**config.mk**
```make
export PLATFORM = sky130hd
export DESIGN_NAME = button_click_classifier_core
export DESIGN_NICKNAME = d
export VERILOG_FILES = /design/src/bcc_pkg.sv /design/src/bcc_state_store.sv /design/src/bcc_rules.sv /design/src/button_click_classifier_core.sv
export SDC_FILE = /design/constraint.sdc
export NUM_CORES = 1
export LEC_CHECK = 0
export BUFFER_PORTS_ARGS = -buffer_cell sky130_fd_sc_hd__buf_4
export CAP_MARGIN = 10
export CORE_MARGIN = 2
export CORE_UTILIZATION = 55
export CTS_BUF_LIST = sky130_fd_sc_hd__clkbuf_16
export CTS_CLUSTER_SIZE = 14
export DETAILED_ROUTE_END_ITERATION = 16
export PLACE_DENSITY_LB_ADDON = 0.2
export SKIP_CTS_REPAIR_TIMING = 1
export SYNTH_ARGS = -nofsm -noshare
export SYNTH_HDL_FRONTEND = slang
export SYNTH_SLANG_ARGS = --single-unit
```
**constraint.sdc**
```tcl
create_clock -name clk -period 6.3 [get_ports clk]
set_input_delay 0.63 -clock clk [delete_from_list [all_inputs] [get_ports clk]]
set_output_delay 0.63 -clock clk [all_outputs]
set_load 0.02 [all_outputs]
```
**src/bcc_pkg.sv**
```systemverilog
// ---------------------------------------------------------------------------
// bcc_pkg
// Shared types and codes for the button click classifier.
// ---------------------------------------------------------------------------
package bcc_pkg;

  localparam logic [1:0] KIND_EDGE  = 2'd0;
  localparam logic [1:0] KIND_TICK  = 2'd1;
  localparam logic [1:0] KIND_QUERY = 2'd2;
  localparam logic [1:0] KIND_CLEAR = 2'd3;

  localparam logic [1:0] EV_NONE   = 2'd0;
  localparam logic [1:0] EV_SINGLE = 2'd1;
  localparam logic [1:0] EV_DOUBLE = 2'd2;
  localparam logic [1:0] EV_HOLD   = 2'd3;

  localparam logic CFG_DEBOUNCE = 1'b0;
  localparam logic CFG_DOUBLE   = 1'b1;

  typedef struct packed {
    logic [1:0]  pending;
    logic        press_flag;
    logic        double_wait;
    logic        hold_wait;
    logic [31:0] press_time;
  } bcc_entry_t;

  typedef struct packed {
    logic [1:0]  kind;
    logic        released;
    logic [31:0] now_ms;
    logic [15:0] double_click_ms;
  } bcc_op_t;

endpackage

```
**src/bcc_state_store.sv**
```systemverilog
// ---------------------------------------------------------------------------
// bcc_state_store
// Per-button state memory, registered read, valid bit per entry
// so that reset and clear-all make every entry read as zero.
// ---------------------------------------------------------------------------
module bcc_state_store #(
  parameter int DEPTH = 4,
  parameter int AW    = 2
) (
  input  logic                   clk,
  input  logic                   rst_n,
  input  logic                   clear,
  input  logic [AW-1:0]          rd_addr,
  output bcc_pkg::bcc_entry_t    rd_data,
  input  logic                   wr_en,
  input  logic [AW-1:0]          wr_addr,
  input  bcc_pkg::bcc_entry_t    wr_data
);
  import bcc_pkg::*;

  bcc_entry_t       mem [DEPTH];
  logic [DEPTH-1:0] valid_r;
  bcc_entry_t       rd_raw_r;
  logic             rd_vld_r;

  always_ff @(posedge clk) begin
    if (wr_en) begin
      mem[wr_addr] <= wr_data;
    end
    rd_raw_r <= mem[rd_addr];
  end

  always_ff @(posedge clk) begin
    if (!rst_n) begin
      valid_r  <= '0;
      rd_vld_r <= 1'b0;
    end else begin
      if (clear) begin
        valid_r <= '0;
      end else if (wr_en) begin
        valid_r[wr_addr] <= 1'b1;
      end
      rd_vld_r <= valid_r[rd_addr];
    end
  end

  assign rd_data = rd_vld_r ? rd_raw_r : '0;

endmodule

```
**src/bcc_rules.sv**
```systemverilog
// ---------------------------------------------------------------------------
// bcc_rules
// Update rules for one button entry: press edge, tick classification and
// query-and-consume.
// ---------------------------------------------------------------------------
module bcc_rules (
  input  bcc_pkg::bcc_op_t    op,
  input  bcc_pkg::bcc_entry_t ent_in,
  output bcc_pkg::bcc_entry_t ent_out,
  output logic [1:0]          res
);
  import bcc_pkg::*;

  logic [31:0] elapsed;
  logic        late;

  assign elapsed = op.now_ms - ent_in.press_time;
  assign late    = elapsed > {16'd0, op.double_click_ms};

  always_comb begin
    ent_out = ent_in;
    res     = EV_NONE;
    case (op.kind)
      KIND_EDGE: begin
        ent_out.press_flag = 1'b1;
      end
      KIND_TICK: begin
        if (ent_in.pending == EV_NONE) begin
          if (!ent_in.hold_wait && !ent_in.double_wait && ent_in.press_flag) begin
            ent_out.double_wait = 1'b1;
            ent_out.hold_wait   = 1'b1;
            ent_out.press_time  = op.now_ms;
            ent_out.press_flag  = 1'b0;
          end else if (ent_in.double_wait && ent_in.press_flag &&
                       !ent_in.hold_wait && !late) begin
            ent_out.double_wait = 1'b0;
            ent_out.press_flag  = 1'b0;
            ent_out.pending     = EV_DOUBLE;
          end else if (!ent_in.hold_wait && ent_in.double_wait && late) begin
            ent_out.double_wait = 1'b0;
            ent_out.press_flag  = 1'b0;
            ent_out.pending     = EV_SINGLE;
          end else if (ent_in.hold_wait && late) begin
            ent_out.double_wait = 1'b0;
            ent_out.press_flag  = 1'b0;
            ent_out.pending     = EV_HOLD;
          end
          if (op.released) begin
            ent_out.hold_wait = 1'b0;
          end
        end
      end
      KIND_QUERY: begin
        res = ent_in.pending;
        if (ent_in.pending == EV_HOLD) begin
          ent_out.pending     = EV_NONE;
          ent_out.press_flag  = 1'b0;
          ent_out.double_wait = 1'b0;
        end else if (ent_in.pending != EV_NONE) begin
          ent_out = '0;
        end
      end
      default: begin
        ent_out = ent_in;
      end
    endcase
  end

endmodule

```
**src/button_click_classifier_core.sv**
```systemverilog
// ---------------------------------------------------------------------------
// button_click_classifier_core
// Single, double and hold click classifier for a set of buttons.
// ---------------------------------------------------------------------------
// Each input item is one of four kinds (tuser): press edge, timer tick,
// query, clear all. Every item returns exactly one result item whose
// event_res is the query answer (zero for the other kinds). Button state
// sits in a small memory with a registered read; the sequencer reads an
// entry, applies the rules and writes it back. An edge or query item passes
// through the read, modify and done states; a tick visits every button in
// turn through read and modify; a clear or a debounced edge goes straight
// to done. One item is processed at a time; a new item is taken while the
// previous result still waits at the output register.
// ---------------------------------------------------------------------------
module button_click_classifier_core #(
  parameter int NUM_BUTTONS = 4
) (
  input  logic        clk,
  input  logic        rst_n,
  // configuration
  input  logic        cfg_valid,
  output logic        cfg_ready,
  input  logic        cfg_index,
  input  logic [15:0] cfg_data,
  // input items
  input  logic        in_tvalid,
  output logic        in_tready,
  input  logic [39:0] in_tdata,   // button[1:0], now_ms[33:2], released_mask[37:34]
  input  logic [1:0]  in_tuser,   // kind[1:0]
  // result items
  output logic        out_tvalid,
  input  logic        out_tready,
  output logic [7:0]  out_tdata   // event_res[1:0]
);
  import bcc_pkg::*;

  localparam int BW = (NUM_BUTTONS > 1) ? $clog2(NUM_BUTTONS) : 1;

  localparam logic [1:0] ST_IDLE = 2'd0;
  localparam logic [1:0] ST_RD   = 2'd1;
  localparam logic [1:0] ST_MOD  = 2'd2;
  localparam logic [1:0] ST_DONE = 2'd3;

  logic [1:0]    state_r, state_nxt;
  logic [15:0]   debounce_r, double_r;
  logic [31:0]   last_edge_r;
  logic [1:0]    kind_r;
  logic [31:0]   now_r;
  logic [3:0]    rel_r;
  logic [BW-1:0] idx_r, idx_nxt;
  logic [1:0]    res_r;
  logic          out_vld_r;
  logic [1:0]    out_ev_r;

  logic          in_acc;
  logic [1:0]    i_button;
  logic [31:0]   i_now;
  logic [3:0]    i_rel;
  logic          edge_pass;
  logic          btn_ok;
  logic          clear_all;
  logic          rel_bit;
  logic          wr_en;
  logic          last_btn;

  bcc_op_t       op;
  bcc_entry_t    rd_ent, wr_ent;
  logic [1:0]    rule_res;

  assign i_button  = in_tdata[1:0];
  assign i_now     = in_tdata[33:2];
  assign i_rel     = in_tdata[37:34];

  assign cfg_ready = 1'b1;
  assign in_tready = (state_r == ST_IDLE);
  assign in_acc    = in_tvalid && in_tready;
  assign edge_pass = (i_now - last_edge_r) > {16'd0, debounce_r};
  assign btn_ok    = int'(i_button) < NUM_BUTTONS;
  assign clear_all = in_acc && (in_tuser == KIND_CLEAR);
  assign last_btn  = int'(idx_r) == NUM_BUTTONS - 1;
  assign wr_en     = (state_r == ST_MOD);

  always_comb begin
    rel_bit = 1'b0;
    for (int i = 0; i < 4; i++) begin
      if (int'(idx_r) == i) begin
        rel_bit = rel_r[i];
      end
    end
  end

  assign op.kind            = kind_r;
  assign op.released        = rel_bit;
  assign op.now_ms          = now_r;
  assign op.double_click_ms = double_r;

  bcc_state_store #(
    .DEPTH (NUM_BUTTONS),
    .AW    (BW)
  ) u_store (
    .clk     (clk),
    .rst_n   (rst_n),
    .clear   (clear_all),
    .rd_addr (idx_r),
    .rd_data (rd_ent),
    .wr_en   (wr_en),
    .wr_addr (idx_r),
    .wr_data (wr_ent)
  );

  bcc_rules u_rules (
    .op      (op),
    .ent_in  (rd_ent),
    .ent_out (wr_ent),
    .res     (rule_res)
  );

  always_comb begin
    state_nxt = state_r;
    idx_nxt   = idx_r;
    case (state_r)
      ST_IDLE: begin
        if (in_acc) begin
          idx_nxt = BW'(i_button);
          case (in_tuser)
            KIND_EDGE:  state_nxt = (edge_pass && btn_ok) ? ST_RD : ST_DONE;
            KIND_TICK: begin
              idx_nxt   = '0;
              state_nxt = ST_RD;
            end
            KIND_QUERY: state_nxt = btn_ok ? ST_RD : ST_DONE;
            default:    state_nxt = ST_DONE;
          endcase
        end
      end
      ST_RD: begin
        state_nxt = ST_MOD;
      end
      ST_MOD: begin
        if (kind_r == KIND_TICK && !last_btn) begin
          idx_nxt   = idx_r + 1'b1;
          state_nxt = ST_RD;
        end else begin
          state_nxt = ST_DONE;
        end
      end
      default: begin
        if (!out_vld_r || out_tready) begin
          state_nxt = ST_IDLE;
        end
      end
    endcase
  end

  always_ff @(posedge clk) begin
    if (!rst_n) begin
      state_r     <= ST_IDLE;
      debounce_r  <= 16'd50;
      double_r    <= 16'd300;
      last_edge_r <= '0;
      out_vld_r   <= 1'b0;
    end else begin
      state_r <= state_nxt;
      if (cfg_valid && cfg_ready) begin
        if (cfg_index == CFG_DEBOUNCE) begin
          debounce_r <= cfg_data;
        end else begin
          double_r <= cfg_data;
        end
      end
      if (in_acc && in_tuser == KIND_EDGE && edge_pass) begin
        last_edge_r <= i_now;
      end
      if (state_r == ST_DONE && (!out_vld_r || out_tready)) begin
        out_vld_r <= 1'b1;
      end else if (out_tready) begin
        out_vld_r <= 1'b0;
      end
    end
  end

  always_ff @(posedge clk) begin
    idx_r <= idx_nxt;
    if (in_acc) begin
      kind_r <= in_tuser;
      now_r  <= i_now;
      rel_r  <= i_rel;
      res_r  <= EV_NONE;
    end else if (state_r == ST_MOD) begin
      res_r <= rule_res;
    end
    if (state_r == ST_DONE && (!out_vld_r || out_tready)) begin
      out_ev_r <= res_r;
    end
  end

  assign out_tvalid = out_vld_r;
  assign out_tdata  = {6'd0, out_ev_r};

endmodule

```
==> results.toml <==
[final_layout]
fillers = 2481
seq_area_sq_mm = 0.00793
multiInputGateArea_sq_mm = 0.00783
area_delta_synth_final_pct = 10.8
final_common_cell = "nand2_1"
drive_above_1_share = 0.114
diodes = 0
nNetsFinal = 1771
final_cell_mix = "236 x nand2_1, 190 x edfxtp_1, 110 x dfxtp_1"

[clock_tree]
cts_buffers = 31
cts.sinks = 301
h-tree-depth = 1
cts-root-buf = "clkbuf_16"
cts_buffer_depth = 3
cts_tree = "built"
clkTransAtPathRegs_ns = 0.06
clk_latency_ns = 0.57

[sta]
slew_headroom = 0.253
setup_violations = 0
fin_ws_ns = 0.616
drv_slew = 0
period_needed_ns = 5.68
fmax_mhz = 176
worst_pin_slew_ns = 1.12
tns_ns = 0
clock_skew_ns = 0.00885
rsz0062_at_grt = "no"
hold_violations = 0
post-route-period-util = 0.902

[placement]
dp_hpwl_um = 27800
place_congestion = 0.901
place_worst_setup_slack_ns = 0.568
port_buffers = 65

[logic_synthesis]
synth-async-reset-ratio = 0
yosysSeqAreaShare = 0.482
synth_compound_area_frac = 0.157
synth_edf_count = 190
synthDistinctLibCells = 75
ys_seq_elements = 301
synth_area_per_cell_sq_um = 10.5
syn_inst = 1568
synthMuxAreaShare = 0.0752
synthesis.area_sq_mm = 0.0164
synth-simple-area-share = 0.135
synth-main-ff-cell = "edfxtp_1"
synth_xor_area_frac = 0.0218
synthAdderAreaFrac = 0.0838
synth_top_family_by_area = "compound AO/OA/AOI/OAI gates"
ys_warn_count = 0

[grt]
busiest_layer = "met2"
met3_usage = 0.0305
antenna_found_initial = 0
grt_usage = 0.258
grt_overflow = 0
grt_pass1_wl_um = 63700
grt_use_met1 = 0.358
grt_pass1_vias = 11800
grt_use_met2 = 0.416
grt_start_max_net_pins = 102

[die]
die_w_um = 177
fp.dieArea_sq_mm = 0.0313
coreArea_sq_mm = 0.0296
ios = 75
start_util = 0.556
rows = 63
fp.dieH_um = 177

[power_and_ir_drop]
power_density_mw_per_mm2 = 273
leakage_nw = 6.62
ir_drop_uv = 250

[drt]
route.detailed.drc = 0
vias = 12100
routedWlPerCell_um = 19.8
ant_nets = 0
first_pass_iters = 6
postRouteWirelength_um = 39800
via_per_inst = 6.00
dr.first_iter.drc_count = 978

[worst_setup_path]
crit_path_end_kind = "flop"
path_class = "reg2reg"
cp_max_fo = 28
cp.required_ns = 6.64
arrival_ns = 6.02
crit_path_start_kind = "flop"

[status]
outcome = "complete, no violations"

[run]
cap_viol_max_count = 0

[min_path]
min_path_type = "in2reg"
worst max-delay path, stage by stage, from the launching register on:
cell and delay, ns:
dfxtp_2 0.48, nand2_1 0.15, inv_1 0.07, ha_1 0.22
fa_1 0.42, nand2b_1 0.20, a21o_1 0.20, a211oi_1 0.50
nor2_1 0.10, and2_1 0.19, xnor2_1 0.21, ha_1 0.30
a21oi_1 0.13, nor2b_1 0.06, a2111oi_0 0.39, o211ai_1 0.17
a21oi_1 0.23, nand4_1 0.19, and4b_1 0.37, nand4_1 0.24
o21ai_0 0.22, nor3b_1 0.39
layer usage:
metal,up-vias,part of all wire
met4,0,0.041
met3,85,0.050
met1,5821,0.45
met5,-,0
li1,5835,-
met2,347,0.46
Yosys cell counts (all sizes together), types with 14 or more instances:
library cell	count	area share
nand2	236	0.054
edfxtp	190	0.35
dfxtp	111	0.14
ha	107	0.081
inv	91	0.021
a21oi	84	0.026
o21ai	83	0.025
clkbuf	70	0.016
nor2	69	0.016
nand3	53	0.016
mux2i	38	0.023
mux4	38	0.052
a32o	30	0.018
a21boi	29	0.013
a21o	27	0.012
nand4	24	0.0091
nor3	23	0.0070
xnor2	22	0.012
o211ai	20	0.0091
xor2	19	0.010
nand2b	18	0.0068
buf	17	0.0074
a211oi	16	0.0076
o21a	14	0.0064
registers in the layout (all words and copies together) (netlist names):
name and cells:
u_store.rd_vld_r 1, debounce_r 16, idx_r 2, res_r 2, kind_r 2, rel_r 4, out_ev_r 2, u_store.valid_r 4
u_store.rd_raw_r 37, out_tvalid 1, u_store.mem 148, now_r 32, state_r 2, last_edge_r 32, double_r 16
per-stage QoR:
step | hold WS (ns) | instance area (sq um) | total power [mW] | cells | utilization
finish | 0.235 | 18200 | 4.98 | 2013 | 0.616
CTS | 0.217 | 18200 | 5.01 | 2012 | 0.616
global placement | 0.425 | 17200 | 3.12 | 1954 | 0.581
global route | 0.228 | 18200 | 5.18 | 2013 | 0.616
floorplan | 0.409 | 16500 | 2.89 | 1573 | -
detailed placement | 0.430 | 17200 | 3.14 | 1954 | 0.581
logic make-up after synthesis:
logic type	count (synthesis)
adders and majority gates	109
and+or+nand+nor	484
xor gates and xnor gates	41
muxes	76
other	2
AOI/OAI and AO/OA	377
buffers and inverters	178
DFF	301
cell type report:
type                            instances  share of cell area
Inverter                               91              0.0187
Timing Repair Buffer                   79              0.0325
Multi-Input combinational cell       1094               0.430
Clock buffer                           31              0.0426
Clock inverter                         27              0.0143
Tap cell                              390              0.0268
Sequential cell                       301               0.435
final timing paths:
path,from,end,slack [ns],cells past startpoint
max,u_store.rd_vld_r$_SDFF_PN0_,u_store.mem[1][33]$_DFFE_PP_,0.62,21
min,in_tdata[36],rel_r[2]$_DFFE_PP_,0.24,1
max reg2reg,u_store.rd_vld_r$_SDFF_PN0_,u_store.mem[1][33]$_DFFE_PP_,0.62,21
min reg2reg,res_r[1]$_SDFFE_PP0P_,out_ev_r[1]$_DFFE_PP_,0.44,0
power breakdown:
| part | switching [mW] | internal (mW) | leakage [nW] |
|---|---|---|---|
| Clock | 0.776 | 1.10 | 0.529 |
| Sequential | 0.0641 | 2.20 | 2.67 |
| Combinational | 0.506 | 0.337 | 3.42 |
| Total | 1.35 | 3.63 | 6.62 |
Power figures use the tool's default switching activity.
